<file path="src/hw/rtl/assert_macros.svh">
// ----------------------------------------------------------------------------
// assert_macros.svh
// Assertion macros shared by the biquad filter modules. They compile to
// nothing when SYNTHESIS is defined.
// ----------------------------------------------------------------------------
`ifndef ASSERT_MACROS_SVH
`define ASSERT_MACROS_SVH

`ifndef SYNTHESIS
// property that must hold at every clock edge outside reset
`define BQD_ASSERT(lbl, clk, rst_n, prop, msg) \
    lbl: assert property (@(posedge clk) disable iff (!rst_n) prop) else $error(msg);
// expression that must never be true outside reset
`define BQD_NEVER(lbl, clk, rst_n, expr, msg) \
    lbl: assert property (@(posedge clk) disable iff (!rst_n) !(expr)) else $error(msg);
`else
`define BQD_ASSERT(lbl, clk, rst_n, prop, msg)
`define BQD_NEVER(lbl, clk, rst_n, expr, msg)
`endif

`endif

</file>
<file path="src/hw/rtl/bqd_pkg.sv">
// ----------------------------------------------------------------------------
// bqd_pkg
// Types, widths and fixed-point helpers of the multichannel biquad filter.
// ----------------------------------------------------------------------------
package bqd_pkg;

    // channel count and state index width
    localparam int CHANNELS = 8;
    localparam int IDX_W    = (CHANNELS > 1) ? $clog2(CHANNELS) : 1;

    // field widths
    localparam int SMP_W  = 24;
    localparam int CHAN_W = 3;
    localparam int COEF_W = 24;
    localparam int DLY_W  = 32;
    localparam int CFG_AW = 3;

    // internal arithmetic widths
    localparam int PROD_W = COEF_W + DLY_W;   // 24 x 32 signed product
    localparam int ACC_W  = 49;               // b0*x + r1*2^12
    localparam int NXT_W  = 60;               // delay update sums

    // coefficient reset values, Q3.20
    localparam logic signed [COEF_W-1:0] COEF_ONE  = COEF_W'(1 << 20);
    localparam logic signed [COEF_W-1:0] COEF_ZERO = '0;

    // rounding offsets and saturation limits
    localparam logic signed [ACC_W-1:0] ACC_RND20 = ACC_W'(64'd1 << 19);
    localparam logic signed [ACC_W-1:0] ACC_RND12 = ACC_W'(64'd1 << 11);
    localparam logic signed [NXT_W-1:0] NXT_RND20 = NXT_W'(64'd1 << 19);
    localparam logic signed [ACC_W-1:0] ACC_S24_MAX = ACC_W'(64'sd8388607);
    localparam logic signed [ACC_W-1:0] ACC_S24_MIN = ACC_W'(-64'sd8388608);
    localparam logic signed [ACC_W-1:0] ACC_S32_MAX = ACC_W'(64'sd2147483647);
    localparam logic signed [ACC_W-1:0] ACC_S32_MIN = ACC_W'(-64'sd2147483648);
    localparam logic signed [NXT_W-1:0] NXT_S32_MAX = NXT_W'(64'sd2147483647);
    localparam logic signed [NXT_W-1:0] NXT_S32_MIN = NXT_W'(-64'sd2147483648);

    // configuration register indexes
    typedef enum logic [CFG_AW-1:0] {
        CFG_FEED_FWD_0  = 3'd0,
        CFG_FEED_FWD_1  = 3'd1,
        CFG_FEED_FWD_2  = 3'd2,
        CFG_FEED_BACK_1 = 3'd3,
        CFG_FEED_BACK_2 = 3'd4
    } t_cfg_idx;

    // controller states
    typedef enum logic [2:0] {
        ST_IDLE,
        ST_MUL_B0,
        ST_MUL_B1,
        ST_MUL_B2,
        ST_MUL_A1,
        ST_MUL_A2,
        ST_FINISH,
        ST_WRITE
    } t_state;

    // operand pair of the shared multiplier
    typedef enum logic [2:0] {
        MUL_B0,
        MUL_B1,
        MUL_B2,
        MUL_A1,
        MUL_A2
    } t_mul_sel;

    // controller to datapath
    typedef struct packed {
        logic     load;      // capture request and channel state
        logic     mul_en;    // register a product
        t_mul_sel mul_sel;
        logic     acc_en;    // acc = b0*x + r1*2^12
        logic     y_en;      // round output and feedback, start n1
        logic     n2_init;   // start n2 from b2*x
        logic     n1_sub;    // n1 -= a1*y8
        logic     n2_sub;    // n2 -= a2*y8
        logic     write;     // store delays, load output register
    } t_dp_cmd;

    // datapath to controller
    typedef struct packed {
        logic out_blocked;   // output register full and not taken
    } t_dp_status;

    // round at bit 20 and clamp to signed 24 bits
    function automatic logic signed [SMP_W-1:0] sat24_rnd20(
        input logic signed [ACC_W-1:0] v
    );
        logic signed [ACC_W-1:0] t;
        t = (v + ACC_RND20) >>> 20;
        if (t > ACC_S24_MAX) begin
            t = ACC_S24_MAX;
        end else if (t < ACC_S24_MIN) begin
            t = ACC_S24_MIN;
        end
        return t[SMP_W-1:0];
    endfunction

    // round at bit 12 and clamp to signed 32 bits
    function automatic logic signed [DLY_W-1:0] sat32_rnd12(
        input logic signed [ACC_W-1:0] v
    );
        logic signed [ACC_W-1:0] t;
        t = (v + ACC_RND12) >>> 12;
        if (t > ACC_S32_MAX) begin
            t = ACC_S32_MAX;
        end else if (t < ACC_S32_MIN) begin
            t = ACC_S32_MIN;
        end
        return t[DLY_W-1:0];
    endfunction

    // round at bit 20 and clamp a delay update to signed 32 bits
    function automatic logic signed [DLY_W-1:0] sat32_rnd20(
        input logic signed [NXT_W-1:0] v
    );
        logic signed [NXT_W-1:0] t;
        t = (v + NXT_RND20) >>> 20;
        if (t > NXT_S32_MAX) begin
            t = NXT_S32_MAX;
        end else if (t < NXT_S32_MIN) begin
            t = NXT_S32_MIN;
        end
        return t[DLY_W-1:0];
    endfunction

endpackage

</file>
<file path="src/hw/rtl/bqd_ctrl.sv">
// ----------------------------------------------------------------------------
// bqd_ctrl
// Sequencer of the biquad: steps one request through the five products of
// the shared multiplier and the delay write-back.
// ----------------------------------------------------------------------------
`include "assert_macros.svh"

module bqd_ctrl (
    input  logic                i_clk,
    input  logic                i_rst_n,
    input  logic                i_in_accept,
    input  bqd_pkg::t_dp_status i_stat,
    output logic                o_in_ready,
    output bqd_pkg::t_dp_cmd    o_cmd
);
    import bqd_pkg::*;

    t_state r_state;
    t_state n_state;

    // state register
    always_ff @(posedge i_clk) begin
        if (!i_rst_n) begin
            r_state <= ST_IDLE;
        end else begin
            r_state <= n_state;
        end
    end

    // next state
    always_comb begin
        n_state = r_state;
        case (r_state)
            ST_IDLE: begin
                if (i_in_accept) begin
                    n_state = ST_MUL_B0;
                end
            end
            ST_MUL_B0: n_state = ST_MUL_B1;
            ST_MUL_B1: n_state = ST_MUL_B2;
            ST_MUL_B2: n_state = ST_MUL_A1;
            ST_MUL_A1: n_state = ST_MUL_A2;
            ST_MUL_A2: n_state = ST_FINISH;
            ST_FINISH: n_state = ST_WRITE;
            ST_WRITE: begin
                if (!i_stat.out_blocked) begin
                    n_state = ST_IDLE;
                end
            end
            default: n_state = ST_IDLE;
        endcase
    end

    // command outputs
    always_comb begin
        o_in_ready    = 1'b0;
        o_cmd         = '0;
        o_cmd.mul_sel = MUL_B0;
        case (r_state)
            ST_IDLE: begin
                o_in_ready = 1'b1;
                o_cmd.load = i_in_accept;
            end
            ST_MUL_B0: begin
                o_cmd.mul_en  = 1'b1;
                o_cmd.mul_sel = MUL_B0;
            end
            ST_MUL_B1: begin
                o_cmd.acc_en  = 1'b1;
                o_cmd.mul_en  = 1'b1;
                o_cmd.mul_sel = MUL_B1;
            end
            ST_MUL_B2: begin
                o_cmd.y_en    = 1'b1;
                o_cmd.mul_en  = 1'b1;
                o_cmd.mul_sel = MUL_B2;
            end
            ST_MUL_A1: begin
                o_cmd.n2_init = 1'b1;
                o_cmd.mul_en  = 1'b1;
                o_cmd.mul_sel = MUL_A1;
            end
            ST_MUL_A2: begin
                o_cmd.n1_sub  = 1'b1;
                o_cmd.mul_en  = 1'b1;
                o_cmd.mul_sel = MUL_A2;
            end
            ST_FINISH: begin
                o_cmd.n2_sub = 1'b1;
            end
            ST_WRITE: begin
                o_cmd.write = !i_stat.out_blocked;
            end
            default: begin
                o_in_ready = 1'b0;
            end
        endcase
    end

    // checks
    `BQD_ASSERT(a_accept_starts, i_clk, i_rst_n, i_in_accept |=> r_state == ST_MUL_B0, "accepted request did not start the sequence")
    `BQD_NEVER(a_write_blocked, i_clk, i_rst_n, o_cmd.write && i_stat.out_blocked, "write-back while the output register is blocked")
    `BQD_ASSERT(a_one_phase, i_clk, i_rst_n, $onehot0({o_cmd.load, o_cmd.acc_en, o_cmd.y_en, o_cmd.n2_init, o_cmd.n1_sub, o_cmd.n2_sub, o_cmd.write}), "more than one datapath step in a cycle")

endmodule

</file>
<file path="src/hw/rtl/bqd_datapath.sv">
// ----------------------------------------------------------------------------
// bqd_datapath
// Coefficient registers, per-channel delay state, one shared 24 x 32
// multiplier with its accumulators, and the output register.
// ----------------------------------------------------------------------------
`include "assert_macros.svh"

module bqd_datapath (
    input  logic                                  i_clk,
    input  logic                                  i_rst_n,
    input  logic                                  i_cfg_we,
    input  logic [bqd_pkg::CFG_AW-1:0]            i_cfg_addr,
    input  logic [bqd_pkg::COEF_W-1:0]            i_cfg_wdata,
    input  logic [bqd_pkg::SMP_W-1:0]             i_sample,
    input  logic [bqd_pkg::CHAN_W-1:0]            i_chan,
    input  bqd_pkg::t_dp_cmd                      i_cmd,
    output bqd_pkg::t_dp_status                   o_stat,
    output logic                                  o_out_valid,
    input  logic                                  i_out_ready,
    output logic [bqd_pkg::SMP_W-1:0]             o_out_sample,
    output logic [bqd_pkg::CHAN_W-1:0]            o_out_chan
);
    import bqd_pkg::*;

    // coefficients
    logic signed [COEF_W-1:0] r_b0, r_b1, r_b2, r_a1, r_a2;

    // per-channel delay state
    logic signed [DLY_W-1:0]  r_dly_one [CHANNELS];
    logic signed [DLY_W-1:0]  r_dly_two [CHANNELS];

    // working registers of the current request
    logic signed [SMP_W-1:0]  r_x;
    logic [CHAN_W-1:0]        r_ch;
    logic                     r_chan_ok;
    logic signed [DLY_W-1:0]  r_r1, r_r2;
    logic signed [PROD_W-1:0] r_prod;
    logic signed [ACC_W-1:0]  r_acc;
    logic signed [SMP_W-1:0]  r_y;
    logic signed [DLY_W-1:0]  r_y8;
    logic signed [NXT_W-1:0]  r_n1, r_n2;

    // output register
    logic                     r_out_valid;
    logic [SMP_W-1:0]         r_out_sample;
    logic [CHAN_W-1:0]        r_out_chan;

    logic                     w_in_ok;
    logic [IDX_W-1:0]         w_in_idx;
    logic [IDX_W-1:0]         w_wr_idx;
    logic signed [COEF_W-1:0] w_mul_a;
    logic signed [DLY_W-1:0]  w_mul_b;
    logic signed [PROD_W-1:0] w_prod;

    // coefficient writes, unknown indexes ignored
    always_ff @(posedge i_clk) begin
        if (!i_rst_n) begin
            r_b0 <= COEF_ONE;
            r_b1 <= COEF_ZERO;
            r_b2 <= COEF_ZERO;
            r_a1 <= COEF_ZERO;
            r_a2 <= COEF_ZERO;
        end else if (i_cfg_we) begin
            case (i_cfg_addr)
                CFG_FEED_FWD_0:  r_b0 <= i_cfg_wdata;
                CFG_FEED_FWD_1:  r_b1 <= i_cfg_wdata;
                CFG_FEED_FWD_2:  r_b2 <= i_cfg_wdata;
                CFG_FEED_BACK_1: r_a1 <= i_cfg_wdata;
                CFG_FEED_BACK_2: r_a2 <= i_cfg_wdata;
                default: begin
                    r_b0 <= r_b0;
                end
            endcase
        end
    end

    // channel decode
    assign w_in_ok  = int'(i_chan) < CHANNELS;
    assign w_in_idx = IDX_W'(i_chan);
    assign w_wr_idx = IDX_W'(r_ch);

    // capture request, channels out of range run with zero state
    always_ff @(posedge i_clk) begin
        if (i_cmd.load) begin
            r_x       <= i_sample;
            r_ch      <= i_chan;
            r_chan_ok <= w_in_ok;
            r_r1      <= w_in_ok ? r_dly_one[w_in_idx] : '0;
            r_r2      <= w_in_ok ? r_dly_two[w_in_idx] : '0;
        end
    end

    // shared multiplier operand select
    always_comb begin
        w_mul_a = r_b0;
        w_mul_b = DLY_W'(r_x);
        case (i_cmd.mul_sel)
            MUL_B0: w_mul_a = r_b0;
            MUL_B1: w_mul_a = r_b1;
            MUL_B2: w_mul_a = r_b2;
            MUL_A1: begin
                w_mul_a = r_a1;
                w_mul_b = r_y8;
            end
            MUL_A2: begin
                w_mul_a = r_a2;
                w_mul_b = r_y8;
            end
            default: w_mul_a = r_b0;
        endcase
    end

    assign w_prod = w_mul_a * w_mul_b;

    // product register and accumulation steps
    always_ff @(posedge i_clk) begin
        if (i_cmd.mul_en) begin
            r_prod <= w_prod;
        end
        if (i_cmd.acc_en) begin
            r_acc <= ACC_W'(r_prod) + (ACC_W'(r_r1) <<< 12);
        end
        if (i_cmd.y_en) begin
            r_y  <= sat24_rnd20(r_acc);
            r_y8 <= sat32_rnd12(r_acc);
            r_n1 <= (NXT_W'(r_prod) <<< 8) + (NXT_W'(r_r2) <<< 20);
        end
        if (i_cmd.n2_init) begin
            r_n2 <= NXT_W'(r_prod) <<< 8;
        end
        if (i_cmd.n1_sub) begin
            r_n1 <= r_n1 - NXT_W'(r_prod);
        end
        if (i_cmd.n2_sub) begin
            r_n2 <= r_n2 - NXT_W'(r_prod);
        end
    end

    // delay state write-back
    always_ff @(posedge i_clk) begin
        if (!i_rst_n) begin
            for (int i = 0; i < CHANNELS; i++) begin
                r_dly_one[i] <= '0;
                r_dly_two[i] <= '0;
            end
        end else if (i_cmd.write && r_chan_ok) begin
            r_dly_one[w_wr_idx] <= sat32_rnd20(r_n1);
            r_dly_two[w_wr_idx] <= sat32_rnd20(r_n2);
        end
    end

    // output register
    always_ff @(posedge i_clk) begin
        if (!i_rst_n) begin
            r_out_valid <= 1'b0;
        end else if (i_cmd.write) begin
            r_out_valid <= 1'b1;
        end else if (i_out_ready) begin
            r_out_valid <= 1'b0;
        end
    end

    always_ff @(posedge i_clk) begin
        if (i_cmd.write) begin
            r_out_sample <= r_y;
            r_out_chan   <= r_ch;
        end
    end

    assign o_stat.out_blocked = r_out_valid && !i_out_ready;
    assign o_out_valid        = r_out_valid;
    assign o_out_sample       = r_out_sample;
    assign o_out_chan         = r_out_chan;

    // checks
    `BQD_ASSERT(a_write_shows, i_clk, i_rst_n, i_cmd.write |=> r_out_valid, "write-back did not present a result")
    `BQD_ASSERT(a_stall_holds, i_clk, i_rst_n, (r_out_valid && !i_out_ready) |=> r_out_valid && $stable(r_out_sample), "stalled result changed")

endmodule

</file>
<file path="src/hw/rtl/biquad_tdf2_multichannel.sv">
// ----------------------------------------------------------------------------
// biquad_tdf2_multichannel
// Second-order IIR section, transposed direct form II, time-shared by up to
// eight audio channels with one delay pair per channel.
// ----------------------------------------------------------------------------
// Usage:
//   Input requests arrive on s_axis_*: tdata holds the signed 24-bit sample,
//   tuser the 3-bit channel number. Results leave on m_axis_* in the same
//   layout, one per input, in order, with the channel echoed.
//   Coefficients b0, b1, b2, a1, a2 (signed Q3.20) are written through
//   i_cfg_we / i_cfg_addr / i_cfg_wdata while the block is idle.
//   A request steps through the accept, five products on the single
//   shared 24 x 32 multiplier, one final subtract and the write-back. The
//   result shows on m_axis_tvalid after the write-back, and a new request
//   is taken only once the previous one has been written back.
//   The output register holds a finished result while the next request is
//   being worked on; if the receiver still stalls at write-back time, the
//   sequence waits there and s_axis_tready stays low.
//   Channel numbers at or beyond the channel count are filtered from zero
//   state and leave no state behind.
//   Reset clears all delay state, sets b0 = 1.0 and the other coefficients
//   to zero, and empties the output register.
// ----------------------------------------------------------------------------
module biquad_tdf2_multichannel (
    input  logic                              i_clk,
    input  logic                              i_rst_n,
    // configuration write port
    input  logic                              i_cfg_we,
    input  logic [bqd_pkg::CFG_AW-1:0]        i_cfg_addr,
    input  logic [bqd_pkg::COEF_W-1:0]        i_cfg_wdata,
    // input stream
    input  logic                              s_axis_tvalid,
    output logic                              s_axis_tready,
    input  logic [23:0]                       s_axis_tdata,   // [23:0] sample_in
    input  logic [2:0]                        s_axis_tuser,   // [2:0] chan_in
    // output stream
    output logic                              m_axis_tvalid,
    input  logic                              m_axis_tready,
    output logic [23:0]                       m_axis_tdata,   // [23:0] sample_out
    output logic [2:0]                        m_axis_tuser    // [2:0] chan_out
);
    import bqd_pkg::*;

    t_dp_cmd    w_cmd;
    t_dp_status w_stat;
    logic       w_in_ready;
    logic       w_in_accept;

    assign w_in_accept   = s_axis_tvalid && w_in_ready;
    assign s_axis_tready = w_in_ready;

    // sequencer
    bqd_ctrl u_ctrl (
        .i_clk       (i_clk),
        .i_rst_n     (i_rst_n),
        .i_in_accept (w_in_accept),
        .i_stat      (w_stat),
        .o_in_ready  (w_in_ready),
        .o_cmd       (w_cmd)
    );

    // arithmetic and state
    bqd_datapath u_datapath (
        .i_clk        (i_clk),
        .i_rst_n      (i_rst_n),
        .i_cfg_we     (i_cfg_we),
        .i_cfg_addr   (i_cfg_addr),
        .i_cfg_wdata  (i_cfg_wdata),
        .i_sample     (s_axis_tdata),
        .i_chan       (s_axis_tuser),
        .i_cmd        (w_cmd),
        .o_stat       (w_stat),
        .o_out_valid  (m_axis_tvalid),
        .i_out_ready  (m_axis_tready),
        .o_out_sample (m_axis_tdata),
        .o_out_chan   (m_axis_tuser)
    );

endmodule

</file>
<file path="config.mk">
export PLATFORM = sky130hd
export DESIGN_NAME = biquad_tdf2_multichannel
export DESIGN_NICKNAME = d
export VERILOG_FILES = /design/src/hw/rtl/bqd_pkg.sv /design/src/hw/rtl/bqd_ctrl.sv /design/src/hw/rtl/bqd_datapath.sv /design/src/hw/rtl/biquad_tdf2_multichannel.sv
export VERILOG_INCLUDE_DIRS = /design/src /design/src/hw/rtl
export SDC_FILE = /design/constraint.sdc
export NUM_CORES = 2
export LEC_CHECK = 0
export BUFFER_PORTS_ARGS = -buffer_cell sky130_fd_sc_hd__buf_2
export CORE_ASPECT_RATIO = 0.8
export CORE_MARGIN = 1
export CORE_UTILIZATION = 40
export CTS_CLUSTER_DIAMETER = 50
export DETAILED_ROUTE_END_ITERATION = 7
export SETUP_SLACK_MARGIN = 0.4
export SYNTH_ARGS = -nofsm -noshare
export SYNTH_HDL_FRONTEND = slang
export SYNTH_SLANG_ARGS = --single-unit
</file>
<file path="constraint.sdc">
create_clock -name i_clk -period 10.53 [get_ports i_clk]
set_input_delay 2.106 -clock i_clk [delete_from_list [all_inputs] [get_ports i_clk]]
set_output_delay 2.106 -clock i_clk [all_outputs]
set_load 0.1 [all_outputs]
</file>
# Word level (Yosys, flattened, before mapping)

Memory sizes are Yosys's and may differ from the RTL's. A register that Yosys moved wholly into a read port is not among the register bits.
Cells that the tools add are included.

Bits in registers: 459
Memory bits (writable): 512
Bits of input ports: 59
Output and inout bits: 29
Logic and storage cells: 111
Memories kept: 2

$add $sub $neg: 8
$mul: 1
Order comparisons: 8
Equal/unequal tests: 17
Mux-type cells: 40
Reduce and logical (&&, ||, !) cells: 18

Memories:

| name                 | words | width | rd ports | clocked after memory_dff | wr ports | line               | text |
|---|---|---|---|---|---|---|---|
| u_datapath.r_dly_one | 8     | 32    | 1        | 1                        | 8        | bqd_datapath.sv:29 | `logic signed [DLY_W-1:0] r_dly_one [CHANNELS];` |
| u_datapath.r_dly_two | 8     | 32    | 1        | 1                        | 8        | bqd_datapath.sv:30 | `logic signed [DLY_W-1:0] r_dly_two [CHANNELS];` |

Operator list:

| kind                                                                           | count |
|---|---|
| 32-bit two-way mux                                                             | 12 |
| 60-bit two-way mux                                                             | 4 |
| 60-bit by 21-bit adder with 60-bit output, second input constant               | 2 |
| 60-bit by 56-bit subtractor with 60-bit output                                 | 2 |
| 24-bit one-hot mux with 4 select lines                                         | 1 |
| 40-bit by 32-bit > comparator with 1-bit output, second input constant         | 2 |
| 40-bit by 32-bit less-than comparator with 1-bit output, second input constant | 2 |
| 32-bit OR reduction                                                            | 2 |
| 60-bit by 52-bit adder with 60-bit output                                      | 1 |
| 24-bit by 32-bit multiplier with 56-bit output                                 | 1 |
| 49-bit by 13-bit adder with 49-bit output, second input constant               | 1 |
| 49-bit by 21-bit adder with 49-bit output, second input constant               | 1 |
| 49-bit by 44-bit adder with 49-bit output                                      | 1 |
| 37-bit by 32-bit > comparator with 1-bit output, second input constant         | 1 |
| 37-bit by 32-bit less-than comparator with 1-bit output, second input constant | 1 |
| 29-bit by 24-bit > comparator with 1-bit output, second input constant         | 1 |
| 29-bit by 24-bit less-than comparator with 1-bit output, second input constant | 1 |
| 24-bit two-way mux                                                             | 1 |
| 3-bit one-hot mux with 8 select lines                                          | 1 |
| 4-bit one-hot mux with 5 select lines                                          | 1 |
| 3-bit by 2-bit == test with 1-bit output, second input constant                | 6 |
| 3-bit == test, second input constant                                           | 6 |
| 1-bit two-way mux                                                              | 16 |
| 3-bit two-way mux                                                              | 4 |
| other kinds (9)                                                                | 21 |

# Logic depth before layout (Yosys ltp)

Depth after elaboration: 9
Mapped depth: 38
Mapped depth without buffers: 35

# Modules after synthesis

Synthesis repeated with hierarchy kept, for this count alone.

Cells, all modules: 7808
Area total of the unflattened synthesis: 80706.2 um^2

By module, submodules not included:

| module                   | instances | cells each | area each (um^2) |
|---|---|---|---|
| bqd_datapath             | 1         | 7776       | 80452.2 |
| bqd_ctrl                 | 1         | 31         | 247.7 |
| biquad_tdf2_multichannel | 1         | 1          | 6.3 |

# Worst setup path after synthesis

Ideal clock, no wire load.

Path kind: reg-to-reg
From: register u_ctrl.r_state[0]
To: register u_datapath.r_prod[54], data pin
Setup time: 258 ps
Arrival time: 9121 ps
Required time: 10272 ps
Setup slack: 1152 ps
Cell stages (with the launch flop): 35
Path buffers: 5
Clock period less this slack: 9378 ps
Cell sequence: dfxtp_1 ha_1 clkbuf_1 nand2b_1 o21ai_1 or2_1 or3_1 clkbuf_1 clkbuf_1 nand3_1 o21ai_1 clkbuf_1 nor2_1 fa_1 fa_1 inv_1 fa_1 inv_1 fa_1 fa_1 fa_1 inv_1 fa_1 inv_1 ha_1 clkbuf_1 a21o_1 a21o_1 a21o_1 a21o_1 a21o_1 a21o_1 a21o_1 a31oi_1 xnor2_1

Longest elaborated chain between the ends: 6
Elaborated cells on any way between the ends: 14
Those cells by class: mul (1); eq/ne (9); mux (3); reduce/logical (1)

Ends and longest elaborated chain:

| what                                                                      | line                | text |
|---|---|---|
| start, declared                                                           | bqd_ctrl.sv:18      | `t_state r_state;` |
| start signal, assigned                                                    | bqd_ctrl.sv:26      | `r_state <= n_state;` |
| 3-bit == test, or another cell as far along                               | bqd_ctrl.sv:59      | `case (r_state)` |
| 4-bit one-hot mux with 5 select lines *                                   | bqd_ctrl.sv:59      |  |
| 3-bit by 2-bit == test with 1-bit output or 3-bit == test (tied branches) | bqd_datapath.sv:97  | `case (i_cmd.mul_sel)` |
| 2-bit OR reduction (no source line)                                       | --                  |  |
| 32-bit two-way mux                                                        | bqd_datapath.sv:97  |  |
| 24-bit by 32-bit multiplier with 56-bit output *                          | bqd_datapath.sv:113 | `assign w_prod = w_mul_a * w_mul_b;` |
| named net u_datapath.w_prod[54]                                           | bqd_datapath.sv:53  | `logic signed [PROD_W-1:0] w_prod;` |
| end signal, assigned                                                      | bqd_datapath.sv:118 | `r_prod <= w_prod;` |
| end, declared                                                             | bqd_datapath.sv:37  | `logic signed [PROD_W-1:0] r_prod;` |

Mark *: on every way through the listed nets, which the timed path passes. The rest lies on a longest branch.
A chain may end at the register's enable or synchronous reset.

# Worst setup path after layout

Same ends and word-level chain as after synthesis.

==> flow_summary.json <==
{
  "drive_gt1_share_pct": 9.82,
  "min_path_cells": 0,
  "timing.rr.start": "u_ctrl.r_state[0]$_SDFFE_PN0P_",
  "final_net_count": 8978,
  "dieArea_um2": 203000,
  "clk_path_buf_depth": 3,
  "max_freq_mhz": 102,
  "synth_cell_types": 87,
  "gp_congestion": 0.980,
  "avgRoutedWirePerCell_um": 24.9,
  "rows": 147,
  "yosysTopAreaCell": "edfxtp_1",
  "antenna_found_initial": 3,
  "cp.arrival_ps": 10250,
  "finalCritPeriodShare_pct": 93.1,
  "hp-class": "reg -> reg",
  "cts_tree": "yes",
  "seq_area_frac_synth_pct": 36.6,
  "ioPinCount": 88,
  "grt_max_degree": 102,
  "insertion_delay_ps": 820,
  "grt.overflow.total": 0,
  "syn-mean-instance-area_um2": 10.3,
  "drt_iter0_drc": 7242,
  "synth_edf_count": 900,
  "drc": 0,
  "htreeDepth": 3,
  "drtAntennaViolNets": 0,
  "cts_root_buf": "clkbuf_16",
  "critPathKind": "reg -> reg",
  "die-width_um": 504,
  "fin_crit_ps": 9800,
  "numCtsBuffers": 114,
  "grt_pass1_vias": 60500,
  "crit_path_end_kind": "register",
  "vias": 60600,
  "clk_pin_slew_ps": 60,
  "preCtsSetupSlack_ps": -253,
  "min_from": "u_datapath.r_y[1]$_SDFFCE_PN1P_",
  "whs_ps": 385,
  "synth_flop_cell": "edfxtp_1",
  "drtPass1Iterations": 7,
  "syn2layout_area_growth_pct": 9.49,
  "critPathSlowestCell": "fa_1",
  "cp-start-kind": "register",
  "path_buf_inv": 8,
  "fillerInstances": 19000,
  "vias_per_cell": 5.74,
  "crit_start": "u_ctrl.r_state[0]$_SDFFE_PN0P_",
  "syn_nets": 9005,
  "tightest_slew_ps": 1240,
  "setup_ws_ps": 729,
  "place_hpwl_um": 194000,
  "ys_seq_elements": 1024,
  "reg2reg_slack_ps": 730,
  "crit_family": "adder cells",
  "slew_headroom_pct": 17.6,
  "coreArea_um2": 200000,
  "syn_inst": 7808,
  "initial_core_util_pct": 40.2,
  "cap_violations": 0,
  "reg2reg_depth": 33,
  "cp_max_fo": 30,
  "finalSetupViolations": 0,
  "portBuffers": 87,
  "cpMostUsedCell": "fa_1",
  "dieHeight_um": 404,
  "grt_usage_pct": 25.8,
  "worstSetupPathDepth": 33,
  "synth_top_area_share_pct": 33.5,
  "rsz0062_at_grt": "true",
  "finalHoldViolCount": 0,
  "finalClockSkew_ps": 137,
  "outcome": "completed",
  "slowest_delay_ps": 640,
  "yosys_warnings": 0,
  "synth_area_um2": 80600,
  "synth_top_cells_by_area": "edfxtp_1 (34%), fa_1 (20%), ha_1 (5.4%)",
  "drv_slew": 0,
  "required_ps": 10980,
  "grt_pass1_wl_um": 394000,
  "wirelength_um": 263000,
  "async_reset_ff_share_pct": 0,
  "cts_sinks": 1024
}
-- per-stage QoR --
stage | utilization (%) | setup TNS, ps | instances | instance area, um^2
floorplan | - | 0 | 7808 | 80600
global placement | 42.1 | -371 | 10300 | 84400
detailed placement | 42.1 | -512 | 10300 | 84400
CTS | 43.9 | 0 | 10500 | 88100
global route | 44.0 | 0 | 10600 | 88300
finish | 44.0 | 0 | 10600 | 88300
-- final timing paths --
path / to
max: u_datapath.r_prod[54]$_DFFE_PN_
min reg2reg: u_datapath.o_out_sample[1]$_DFFE_PP_
max reg2reg: u_datapath.r_prod[54]$_DFFE_PN_
min: u_datapath.o_out_sample[1]$_DFFE_PP_
-- layer usage --
layer  routed length, um  GRT usage [%]  vias up
met3               26400           5.19      453
met5                 116              0        -
met2              116000           39.1     2977
met1              112000           37.2    30700
li1                    -              -    26500
met4                8560           7.87        4
-- layout by cell type, fill, tap and decap left out, types with 40 or more instances in the layout --
master and count:
dfxtp_1 124, xor2_1 154, nor2_1 598, nor2b_1 42, clkbuf_16 114, nand4_1 58
inv_1 942, and3_1 43, buf_2 84, nand3_1 109, buf_4 172, nand2b_1 51
mux4_2 128, ha_1 351, edfxtp_1 900, nand2_1 923, and2_1 52, a21oi_1 392
xnor2_1 205, o21ai_0 754, o21bai_1 53, nor3_1 44, o21a_1 40, mux2_2 89
fa_1 786, a21o_1 127
-- logic make-up (layout without fill, tap and decap cells) --
family          after synthesis  in the layout  share of synthesized area [%]
simple gates               2044           2044                           11.0
fa+ha+maj                  1138           1138                           25.0
xor+xnor                    359            359                           3.90
other cells                   0              1                              0
mux                         244            244                           5.16
buf+inv                    1351           1418                           6.42
compound gates             1648           1648                           11.9
flops                      1024           1024                           36.6
-- repair_timing --
action	in CTS	in global routing
endpoints found under the setup margin	14	16
hold endpoints to repair	0	0
hold buffers	0	0
pin swaps	0	4
resized for setup	12	25
cloned	0	0
buffers inserted	0	10
-- cell usage after synthesis (all sizes together) (47+ instances only) --
| master | number |
|---|---|
| a21o | 127 |
| mux2 | 90 |
| a21oi | 396 |
| nand2b | 52 |
| o21bai | 55 |
| nand3 | 109 |
| fa | 787 |
| dfxtp | 124 |
| nor2 | 602 |
| nor3 | 47 |
| edfxtp | 900 |
| inv | 944 |
| ha | 351 |
| nand4 | 59 |
| buf | 77 |
| and2 | 54 |
| mux4 | 128 |
| clkbuf | 329 |
| xnor2 | 205 |
| nand2 | 952 |
| o21ai | 791 |
| xor2 | 154 |
-- state kept, by name, indices dropped and copies added (netlist names) --
register and count:
u_datapath.r_ch 3, u_datapath.r_y 24, u_datapath.r_acc 38, u_datapath.r_b2 24, u_datapath.r_b1 24, u_datapath.r_y8 32
u_datapath.r_r1 32, u_datapath.r_a1 24, u_datapath.r_b0 24, u_datapath.o_out_sample 24, u_datapath.o_out_chan 3, u_datapath.r_dly_two 256
u_datapath.r_r2 32, u_datapath.r_a2 24, u_datapath.r_n1 60, u_ctrl.r_state 3, u_datapath.r_prod 56, u_datapath.r_dly_one 256
u_datapath.r_n2 60, u_datapath.o_out_valid 1, u_datapath.r_x 24
-- area by class of cell --
cell class                 instances  area, um^2  share of cell area (%)
clock buffer                     137        2960                    3.35
antenna                            1        2.50                 0.00283
tap                             2682        3360                    3.80
timing repair buffer             263        1810                    2.05
inverter                         945        3550                    4.02
clock inverter                    73         698                   0.791
multi-input combinational       5433       46400                    52.6
sequential                      1024       29500                    33.4
Power is left out: the tool's default activity adds up to more than one toggle a clock period on the data nets, which glitch-free logic cannot reach.
